## src/rtl/kdt_pkg.sv

```systemverilog
// Shared types and constants for the keyed debounce table.
package kdt_pkg;

  localparam int unsigned TABLE_ENTRIES = 32;
  localparam int unsigned IDX_W = $clog2(TABLE_ENTRIES);
  localparam int unsigned CNT_W = $clog2(TABLE_ENTRIES + 1);

  localparam int unsigned KEY_W = 64;
  localparam int unsigned TIME_W = 48;
  localparam int unsigned WIN_W = 22;

  localparam logic [1:0] ACT_SUPPRESSED = 2'd0;
  localparam logic [1:0] ACT_REFRESHED  = 2'd1;
  localparam logic [1:0] ACT_APPENDED   = 2'd2;
  localparam logic [1:0] ACT_REPLACED   = 2'd3;

  typedef struct packed {
    logic [KEY_W-1:0]  event_key;
    logic [TIME_W-1:0] now_ms;
    logic [WIN_W-1:0]  window_ms;
  } kdt_in_t;

  typedef struct packed {
    logic       suppressed;
    logic [1:0] action;
  } kdt_out_t;

  typedef struct packed {
    logic [KEY_W-1:0]  key;
    logic [TIME_W-1:0] stamp;
  } kdt_entry_t;

endpackage

```

## src/rtl/keyed_debounce_table.sv

```systemverilog
// Top level of the keyed debounce table: scan sequencer, entry RAM and result register.
//
// Input channel (in_valid_i / in_ready_o / in_data_i) carries one event per
// transaction: a 64-bit key, the current time and a debounce window in ms.
// Output channel (out_valid_o / out_ready_i / out_data_o) returns exactly one
// result per event: the suppression flag and the action taken.
//
// The filled entries are scanned from index 0 upward, one RAM read and one
// compare per entry, each in its own state; the idle state sets up the scan,
// and write-back (skipped on suppression) and the result load follow it. The
// scan loop through the single RAM read port dominates the time per event.
// The oldest entry is tracked during the same scan, so a full-table miss
// needs no second pass. One event is in flight at a time.
//
// Reset clears the fill count; RAM contents stay undefined and are never
// read before being written. A stalled receiver holds the result in the
// output register; the next event is accepted meanwhile and its result
// waits in the final state until the register frees.
module keyed_debounce_table (
  input  logic              clk_i,
  input  logic              rst_ni,
  input  logic              in_valid_i,
  output logic              in_ready_o,
  input  kdt_pkg::kdt_in_t  in_data_i,
  output logic              out_valid_o,
  input  logic              out_ready_i,
  output kdt_pkg::kdt_out_t out_data_o
);
  import kdt_pkg::*;

  localparam logic [2:0] ST_IDLE = 3'd0;
  localparam logic [2:0] ST_RD   = 3'd1;
  localparam logic [2:0] ST_CMP  = 3'd2;
  localparam logic [2:0] ST_WR   = 3'd3;
  localparam logic [2:0] ST_DONE = 3'd4;

  logic [2:0]       state_q, state_d;
  logic [CNT_W-1:0] cnt_q, cnt_d;
  logic [IDX_W-1:0] idx_q, idx_d;
  logic [IDX_W-1:0] wr_idx_q, wr_idx_d;
  logic [IDX_W-1:0] best_idx_q, best_idx_d;
  logic [TIME_W-1:0] best_time_q, best_time_d;
  logic [1:0]       act_q, act_d;
  kdt_in_t          item_q;
  logic             out_valid_q, out_valid_d;
  kdt_out_t         out_q;
  logic             out_load;

  kdt_entry_t       rd_entry;
  kdt_entry_t       wr_entry;
  logic             ram_we;
  logic             ram_re;

  logic             key_hit;
  logic             in_window;
  logic [TIME_W-1:0] elapsed;
  logic             last_entry;
  logic             table_full;
  logic             older;

  assign in_ready_o  = (state_q == ST_IDLE);
  assign out_valid_o = out_valid_q;
  assign out_data_o  = out_q;

  assign ram_re   = (state_q == ST_RD);
  assign ram_we   = (state_q == ST_WR);
  assign wr_entry = '{key: item_q.event_key, stamp: item_q.now_ms};

  kdt_ram #(
    .WIDTH($bits(kdt_entry_t)),
    .DEPTH(TABLE_ENTRIES)
  ) u_ram (
    .clk_i  (clk_i),
    .we_i   (ram_we),
    .waddr_i(wr_idx_q),
    .wdata_i(wr_entry),
    .re_i   (ram_re),
    .raddr_i(idx_q),
    .rdata_o(rd_entry)
  );

  assign key_hit    = (rd_entry.key == item_q.event_key);
  assign elapsed    = item_q.now_ms - rd_entry.stamp;
  // Time running backwards counts as inside any window.
  assign in_window  = (item_q.now_ms < rd_entry.stamp) ||
                      (elapsed < TIME_W'(item_q.window_ms));
  assign last_entry = (({1'b0, idx_q} + CNT_W'(1)) == cnt_q);
  assign table_full = (cnt_q == CNT_W'(TABLE_ENTRIES));
  // Strict compare keeps the lowest index on ties.
  assign older      = (idx_q == '0) || (rd_entry.stamp < best_time_q);

  assign out_load = (state_q == ST_DONE) && (!out_valid_q || out_ready_i);

  always_comb begin
    state_d     = state_q;
    cnt_d       = cnt_q;
    idx_d       = idx_q;
    wr_idx_d    = wr_idx_q;
    best_idx_d  = best_idx_q;
    best_time_d = best_time_q;
    act_d       = act_q;
    out_valid_d = out_valid_q;

    if (out_load) begin
      out_valid_d = 1'b1;
    end else if (out_ready_i) begin
      out_valid_d = 1'b0;
    end

    case (state_q)
      ST_IDLE: begin
        if (in_valid_i) begin
          idx_d = '0;
          if (cnt_q == '0) begin
            wr_idx_d = '0;
            act_d    = ACT_APPENDED;
            state_d  = ST_WR;
          end else begin
            state_d = ST_RD;
          end
        end
      end
      ST_RD: begin
        state_d = ST_CMP;
      end
      ST_CMP: begin
        if (key_hit) begin
          if (in_window) begin
            act_d   = ACT_SUPPRESSED;
            state_d = ST_DONE;
          end else begin
            act_d    = ACT_REFRESHED;
            wr_idx_d = idx_q;
            state_d  = ST_WR;
          end
        end else begin
          if (older) begin
            best_idx_d  = idx_q;
            best_time_d = rd_entry.stamp;
          end
          if (last_entry) begin
            state_d = ST_WR;
            if (table_full) begin
              act_d    = ACT_REPLACED;
              wr_idx_d = older ? idx_q : best_idx_q;
            end else begin
              act_d    = ACT_APPENDED;
              wr_idx_d = cnt_q[IDX_W-1:0];
            end
          end else begin
            idx_d   = idx_q + IDX_W'(1);
            state_d = ST_RD;
          end
        end
      end
      ST_WR: begin
        if (act_q == ACT_APPENDED) begin
          cnt_d = cnt_q + CNT_W'(1);
        end
        state_d = ST_DONE;
      end
      ST_DONE: begin
        if (out_load) begin
          state_d = ST_IDLE;
        end
      end
      default: begin
        state_d = ST_IDLE;
      end
    endcase
  end

  always_ff @(posedge clk_i or negedge rst_ni) begin
    if (!rst_ni) begin
      state_q     <= ST_IDLE;
      cnt_q       <= '0;
      out_valid_q <= 1'b0;
    end else begin
      state_q     <= state_d;
      cnt_q       <= cnt_d;
      out_valid_q <= out_valid_d;
    end
  end

  always_ff @(posedge clk_i) begin
    idx_q       <= idx_d;
    wr_idx_q    <= wr_idx_d;
    best_idx_q  <= best_idx_d;
    best_time_q <= best_time_d;
    act_q       <= act_d;
    if (in_valid_i && in_ready_o) begin
      item_q <= in_data_i;
    end
    if (out_load) begin
      out_q.suppressed <= (act_q == ACT_SUPPRESSED);
      out_q.action     <= act_q;
    end
  end

  a_busy_after_accept: assert property (@(posedge clk_i) disable iff (!rst_ni)
    (in_valid_i && in_ready_o) |=> !in_ready_o)
    else $error("block accepted a transaction while busy");

  a_count_bound: assert property (@(posedge clk_i) disable iff (!rst_ni)
    cnt_q <= CNT_W'(TABLE_ENTRIES))
    else $error("fill count beyond table size");

  a_flag_matches_action: assert property (@(posedge clk_i) disable iff (!rst_ni)
    out_valid_o |-> (out_data_o.suppressed == (out_data_o.action == ACT_SUPPRESSED)))
    else $error("suppression flag disagrees with action");

  a_append_grows: assert property (@(posedge clk_i) disable iff (!rst_ni)
    (state_q == ST_WR && act_q == ACT_APPENDED) |=> (cnt_q == $past(cnt_q) + CNT_W'(1)))
    else $error("append did not grow the fill count");

endmodule

```

## src/rtl/kdt_ram.sv

```systemverilog
// Generic single-write, single-read RAM with registered read data.
module kdt_ram #(
  parameter int unsigned WIDTH = 8,
  parameter int unsigned DEPTH = 16
) (
  input  logic                     clk_i,
  input  logic                     we_i,
  input  logic [$clog2(DEPTH)-1:0] waddr_i,
  input  logic [WIDTH-1:0]         wdata_i,
  input  logic                     re_i,
  input  logic [$clog2(DEPTH)-1:0] raddr_i,
  output logic [WIDTH-1:0]         rdata_o
);

  logic [WIDTH-1:0] mem [DEPTH];

  always_ff @(posedge clk_i) begin
    if (we_i) begin
      mem[waddr_i] <= wdata_i;
    end
    if (re_i) begin
      rdata_o <= mem[raddr_i];
    end
  end

endmodule

```

## config.mk

```make
export PLATFORM = sky130hd
export DESIGN_NAME = keyed_debounce_table
export DESIGN_NICKNAME = d
export VERILOG_FILES = /design/src/rtl/kdt_pkg.sv /design/src/rtl/keyed_debounce_table.sv /design/src/rtl/kdt_ram.sv
export SDC_FILE = /design/constraint.sdc
export NUM_CORES = 2
export LEC_CHECK = 0
export ABC_AREA = 0
export BUFFER_PORTS_ARGS = -buffer_cell sky130_fd_sc_hd__buf_4
export CAP_MARGIN = 40
export CORE_MARGIN = 1.5
export CORE_UTILIZATION = 50
export DETAILED_ROUTE_END_ITERATION = 8
export GPL_ROUTABILITY_DRIVEN = 0
export PLACE_DENSITY = 0.68
export SLEW_MARGIN = 20
export SYNTH_ARGS = -nofsm -noshare
export SYNTH_HDL_FRONTEND = slang
export SYNTH_SLANG_ARGS = --single-unit
```

## constraint.sdc

```tcl
create_clock -name clk_i -period 8.8 [get_ports clk_i]
set_input_delay 0.44 -clock clk_i [delete_from_list [all_inputs] [get_ports clk_i]]
set_output_delay 0.44 -clock clk_i [all_outputs]
set_load 0.03 [all_outputs]
```

[After elaboration in Yosys (flattened, before gate mapping)]
Memory sizes are Yosys's and may differ from the RTL's. A register that Yosys moved wholly into a read port is not among the register bits.
Index checks and enable logic that the tools add are counted.
W data, S select, Z words.
Operators by class
  bitwise operators: 1
  multiplexer cells: 30
  equality and inequality tests: 15
  order comparisons: 3
  $add $sub $neg: 4
  reductions and logical operators: 19
Operator list (count)
  $lt A48 B48 Y1: 2
  $eq A64 B64 Y1: 1
  $mux W5: 10
  $lt A48 B22 Y1: 1
  $sub A48 B48 Y48: 1
  $pmux W5 S2: 2
  $pmux W3 S5: 1
  $mux W2: 6
  $mux W3: 4
  $ne A2 B2 Y1 const B: 4
  $reduce_and A4 Y1: 2
  $add A5 B1 Y6 const B: 1
  $add A6 B1 Y6 const B: 1
  $eq A3 B2 Y1 const B: 2
  $eq A6 B6 Y1: 1
  $eq A6 B6 Y1 const B: 1
  $logic_not A6 Y1: 1
  $mux W1: 6
  $ne A3 B3 Y1 const B: 2
  $reduce_and A2 Y1: 3
  $add A5 B1 Y5 const B: 1
  $logic_not A5 Y1: 1
  $reduce_and A5 Y1: 1
  $pmux W2 S2: 1
  other kinds (12): 16
Word-level totals
  register bits after elaboration: 212
  word-level logic and storage cells: 86
  memories kept: 1
  bits of input ports: 138
  bits in writable memories: 3584
Memory list
  u_ram.mem: depth 32, bits a word 112, rd ports 1, clocked after memory_dff 1, write ports 1, RTL line kdt_ram.sv:15  | logic [WIDTH-1:0] mem [DEPTH];

[Longest topological paths before layout]
  depth in word-level cells: 7
  depth in mapped cells: 22
  gate-level depth less buffers: 22

[Cells and area by module]
Synthesis repeated with hierarchy kept, for this count alone.
Second synthesis, totals
  cell total of the unflattened synthesis: 7664
  area, all modules: 151957.0 um^2
Modules (own cells, without submodules)
  kdt_ram: times used 1, cells each 6524, area an instance 139352.4 um^2, seq. area each 110986.4 um^2
  keyed_debounce_table: times used 1, cells each 1140, area an instance 12604.6 um^2, seq. area each 6316.1 um^2

[Worst setup path after synthesis]
Ideal clock, no wire load.
  path kind: register to register
  from: reg state_q[0]
  to: reg u_ram.rdata_o[0], read port of u_ram.mem, enable pin
  buffers on the path: 1
  cell stages (with the launch flop): 3
  period minus slack after synthesis: 9437 ps
  arrival: 8694 ps
  path slack: -637 ps
  cell sequence: dfrtp_1 -> clkbuf_1 -> nor3b_1
On the way
  cells in the longest elaborated chain, start to end: 1
RTL lines
  start: declaration: RTL line keyed_debounce_table.sv:37  | logic [2:0] state_q, state_d;
  start signal: assignment: RTL line keyed_debounce_table.sv:179  | state_q <= state_d;
  $eq A3 B1 Y1: RTL line keyed_debounce_table.sv:65  | assign ram_re = (state_q == ST_RD);
  end: declaration: RTL line kdt_ram.sv:12  | output logic [WIDTH-1:0] rdata_o
Every way passes these cells.
A chain may end at the register's enable or synchronous reset.

[Worst setup path in the final report]
  from: reg item_q[22] (netlist name)
  to: reg wr_idx_q[2], enable pin
On the way
  cells in the longest elaborated chain, start to end: 5
  elaborated cells between the ends (all ways): 6
  those cells by class: 1 x add/sub; 2 x order compare; 1 x eq/ne; 2 x reduce/logical
RTL lines
  start: declaration: RTL line keyed_debounce_table.sv:44  | kdt_in_t item_q;
  start signal: assignment: RTL line keyed_debounce_table.sv:192  | item_q <= in_data_i;
  $sub A48 B48 Y48: RTL line keyed_debounce_table.sv:83  | assign elapsed = item_q.now_ms - rd_entry.stamp;
  $lt A48 B22 Y1: RTL line keyed_debounce_table.sv:86  | (elapsed < TIME_W'(item_q.window_ms));
  $logic_or A1 B1 Y1 (*): RTL line keyed_debounce_table.sv:85  | assign in_window = (item_q.now_ms < rd_entry.stamp) ||
  $ne A3 B3 Y1 (no line) (*)
  $reduce_and A5 Y1 (no line) (*)
  end signal: assignment: RTL line keyed_debounce_table.sv:187  | wr_idx_q <= wr_idx_d;
  end: declaration: RTL line keyed_debounce_table.sv:40  | logic [IDX_W-1:0] wr_idx_q, wr_idx_d;
Mark *: on every way between the ends. The rest lies on a longest branch, timed or not.

==> summary.md <==
| Metric | Value |
|---|---|
| Outcome | finished, final reports clean |
| Endpoints failing setup | 0 |
| Final Util | 0.580 |
| Largest cells by area after synthesis | edfxtp_1 (77%), mux4_2 (15%), ha_1 (0.99%) |
| Post-layout net count | 7729 |
| CP peak stage delay | 0.58 ns |
| Met2 wire len | 188000 µm |
| Post-synth EDFFs | 3898 |
| DPL Wire Length | 194000 µm |
| Htree depth | 5 |
| Max layer used | met5 |
| Setup Skew | 0.0815 ns |
| Power Density | 317 nW/µm² |
| Syn Area/Cell | 22.2 µm² |
| Critical path's slowest cell | a21boi_0 |
| Most numerous cell on the critical path | nand4_1 |
| Crit Path Category | register to register |
| Register area share after synthesis | 0.774 |
| Remaining global-route overflow | 0 |
| Hold Path Cell Cnt | 3 |
| Reg2reg start | item_q[22]$_DFFE_PP_ |
| Final Max Tran Viols | 0 |
| Vias per cell | 6.42 |
| DRC | 0 |
| Cts repair resizes | 0 |
| Seq cells post-synth | 3908 |
| Vias | 75400 |
| Vias in the first global route | 75100 |
| WL met1 | 154000 µm |
| Leakage | 55.6 nW |
| Syn Std Cell Area | 152000 µm² |
| RSZ-0062 raised after global routing | false |
| CP Capture Type | register |
| Hold_sp | out_ready_i |
| Critical path arrival | 6.08 ns |
| Initial Utilization | 0.504 |
| Layout cells sized above 1 | 0.264 |
| Hold Fails Final Rpt | 0 |
| Cell Rows | 201 |
| Leading area contributor after synthesis | edfxtp_1 |
| Worst-path fanout max | 26 |
| Die area | 306000 µm² |
| Largest net degree at the start of global routing | 144 |
| Slew headroom | 0.208 |
| Starting DRT DRC Count | 10400 |
| Die height | 554 µm |
| Reg2reg path depth | 23 |
| I/O pins | 143 |
| CP required | 9.36 ns |
| Final worst slack | 3.28 ns |
| Yosys cell types | 70 |
| Clock transition at path regs | 0.06 ns |
| Setup bufs post-CTS | 0 |
| Clk_lat worst skew | 1.00 ns |
| Reg2reg end | wr_idx_q[2]$_SDFFCE_PP0P_ |
| Maximum VDD drop | 0.339 mV |
| Area delta synth->final | 15.1% |
| GR Util All Layers | 0.252 |
| Worst path bufs/invs | 3 |
| Async SR Flop Fraction | 0.00256 |
| Initial antenna violation count | 19 |
| Top Family by Delay on Critical Path | compound AO/OA/AOI/OAI gates |
| Top_reg_cell synth | edfxtp_1 |
| Worst Tran Pin Value | 1.19 ns |
| Clock Path Buffers | 4 |
| Startpoint types | register |
| Drt pass-1 iters | 6 |
| Path type of the worst min-delay path | input pin to register |
| Tmin final | 5.52 ns |
| Setup_tns | 0 ns |
| Ys Warns | 0 |
| Port-buffer cells | 142 |
| Core Footprint | 301000 µm² |
| Crit share post-route | 0.627 |
| CTS tree | yes |
| Placed cell count | 10900 |
| First-pass GRT wire length | 552000 µm |
| Pre-CTS setup slack | 3.20 ns |
| Crit-path cells | buf_8 > inv_1 > ha_1 > inv_1 > fa_1 > a211oi_2 > o21ai_2 > o21ai_0 > nand2_1 > xor2_1 > ha_1 > nand4_1 > a21oi_1 > nor2_1 > o21ai_0 > o2111ai_1 > a2111oi_0 > nor3_1 > nand4_1 > nor4_2 > nand4_1 > nand2_1 > a21boi_0 |
| DRT antenna net count | 0 |
| Net Count, Synth | 7085 |
| CTS buffer count | 390 |
| Total of max-cap violations | 0 |
| Non-Filler Instances | 11700 |
| Critical Path Stages | 23 |
| Most common cell in the netlist | edfxtp_1 |
| Final wirelength | 389000 µm |
| Total clock sinks | 3908 |
| Clock root buffer | clkbuf_16 |
| Die width | 554 µm |
| Met3 wire length | 37200 µm |
| Synth top area share | 0.772 |
| Hold EP | out_valid_o$_DFFE_PN0P_ |
| # hold bufs at CTS | 137 |
| WL per Instance | 33.1 µm |
| Reg2reg setup slack | 3.28 ns |
| Max Freq | 181 MHz |
| Syn Inst Count | 6826 |
| Most common library cells after synthesis | edfxtp_1 (3898), mux4_2 (1008), nand2_1 (344) |
sequential cells by signal, summed over array words and instances (netlist names):
register       count
idx_q              5
out_valid_o        1
wr_idx_q           5
state_q            3
best_time_q       48
best_idx_q         5
cnt_q              6
u_ram.mem       3584
out_data_o         3
act_q              2
u_ram.rdata_o    112
item_q           134
report_power, final:
| part | switching, mW | internal [mW] |
|---|---|---|
| sequential | 0.478 | 22.4 |
| combinational | 9.07 | 7.07 |
| clock | 7.12 | 9.21 |
final cells by class:
class,count,area [µm²]
fill,21200,126000
inverter,140,548
multi-input combinational,2458,32800
timing repair buffer,572,6250
sequential,3908,117000
tap,3958,4950
clock buffer,474,10100
antenna,4,10.0
clock inverter,234,2470
through the flow:
stage	hold WS (ns)	power (mW)	cell area (µm²)
2_1_floorplan	0.144	34.2	152000
3_3_place_gp	0.293	38.7	158000
3_5_place_dp	0.294	39.1	160000
4_1_cts	0.0400	55.4	174000
5_1_grt	0.107	57.3	174000
6_report	0.139	55.3	174000
worst max path at each step:
stage                      startpoint                    endpoint  slack (ns)
6_report         item_q[22]$_DFFE_PP_   wr_idx_q[2]$_SDFFCE_PP0P_        3.28
4_1_cts          item_q[22]$_DFFE_PP_   wr_idx_q[2]$_SDFFCE_PP0P_        3.16
3_5_place_dp     item_q[22]$_DFFE_PP_   wr_idx_q[4]$_SDFFCE_PP0P_        3.20
3_3_place_gp     item_q[22]$_DFFE_PP_   wr_idx_q[4]$_SDFFCE_PP0P_        3.27
2_1_floorplan  state_q[1]$_DFFE_PN0P_  u_ram.mem[28][0]$_DFFE_PP_        2.23
5_1_grt          item_q[22]$_DFFE_PP_   wr_idx_q[2]$_SDFFCE_PP0P_        2.89
tightest hold or removal path, delay by kind of cell:
| kind | cells | cell delay, ns |
|---|---|---|
| simple gates | 2 | 0.48 |
| buf+inv | 1 | 0.07 |
placed cells by master, fill, tap and decap left out, types with 51 or more instances in the layout:
cell type,n
inv_1,136
mux2i_1,144
xnor2_1,94
nor2_1,64
clkinv_1,87
clkbuf_16,391
mux4_2,1008
dlygate4sd3_1,137
ha_1,120
buf_12,51
a21oi_1,142
nand2_1,342
o21ai_0,76
clkbuf_1,83
buf_4,299
edfxtp_1,3898
clkinv_2,57
o221ai_1,70
kinds of logic after synthesis:
group | after synthesis | share of synthesized area
simple gates | 576 | 0.0164
xor+xnor | 111 | 0.00641
mux | 1165 | 0.160
flops | 3908 | 0.774
compound gates | 485 | 0.0212
fa+ha+maj | 121 | 0.0100
buf+inv | 460 | 0.0117
per-layer routing:
metal / track usage / up-vias
met2: 0.405 / 4301
li1: - / 30000
met3: 0.0401 / 599
met4: 0.0633 / 6
met1: 0.366 / 40500
met5: 0 / -
(Power assumes the default switching activity.)
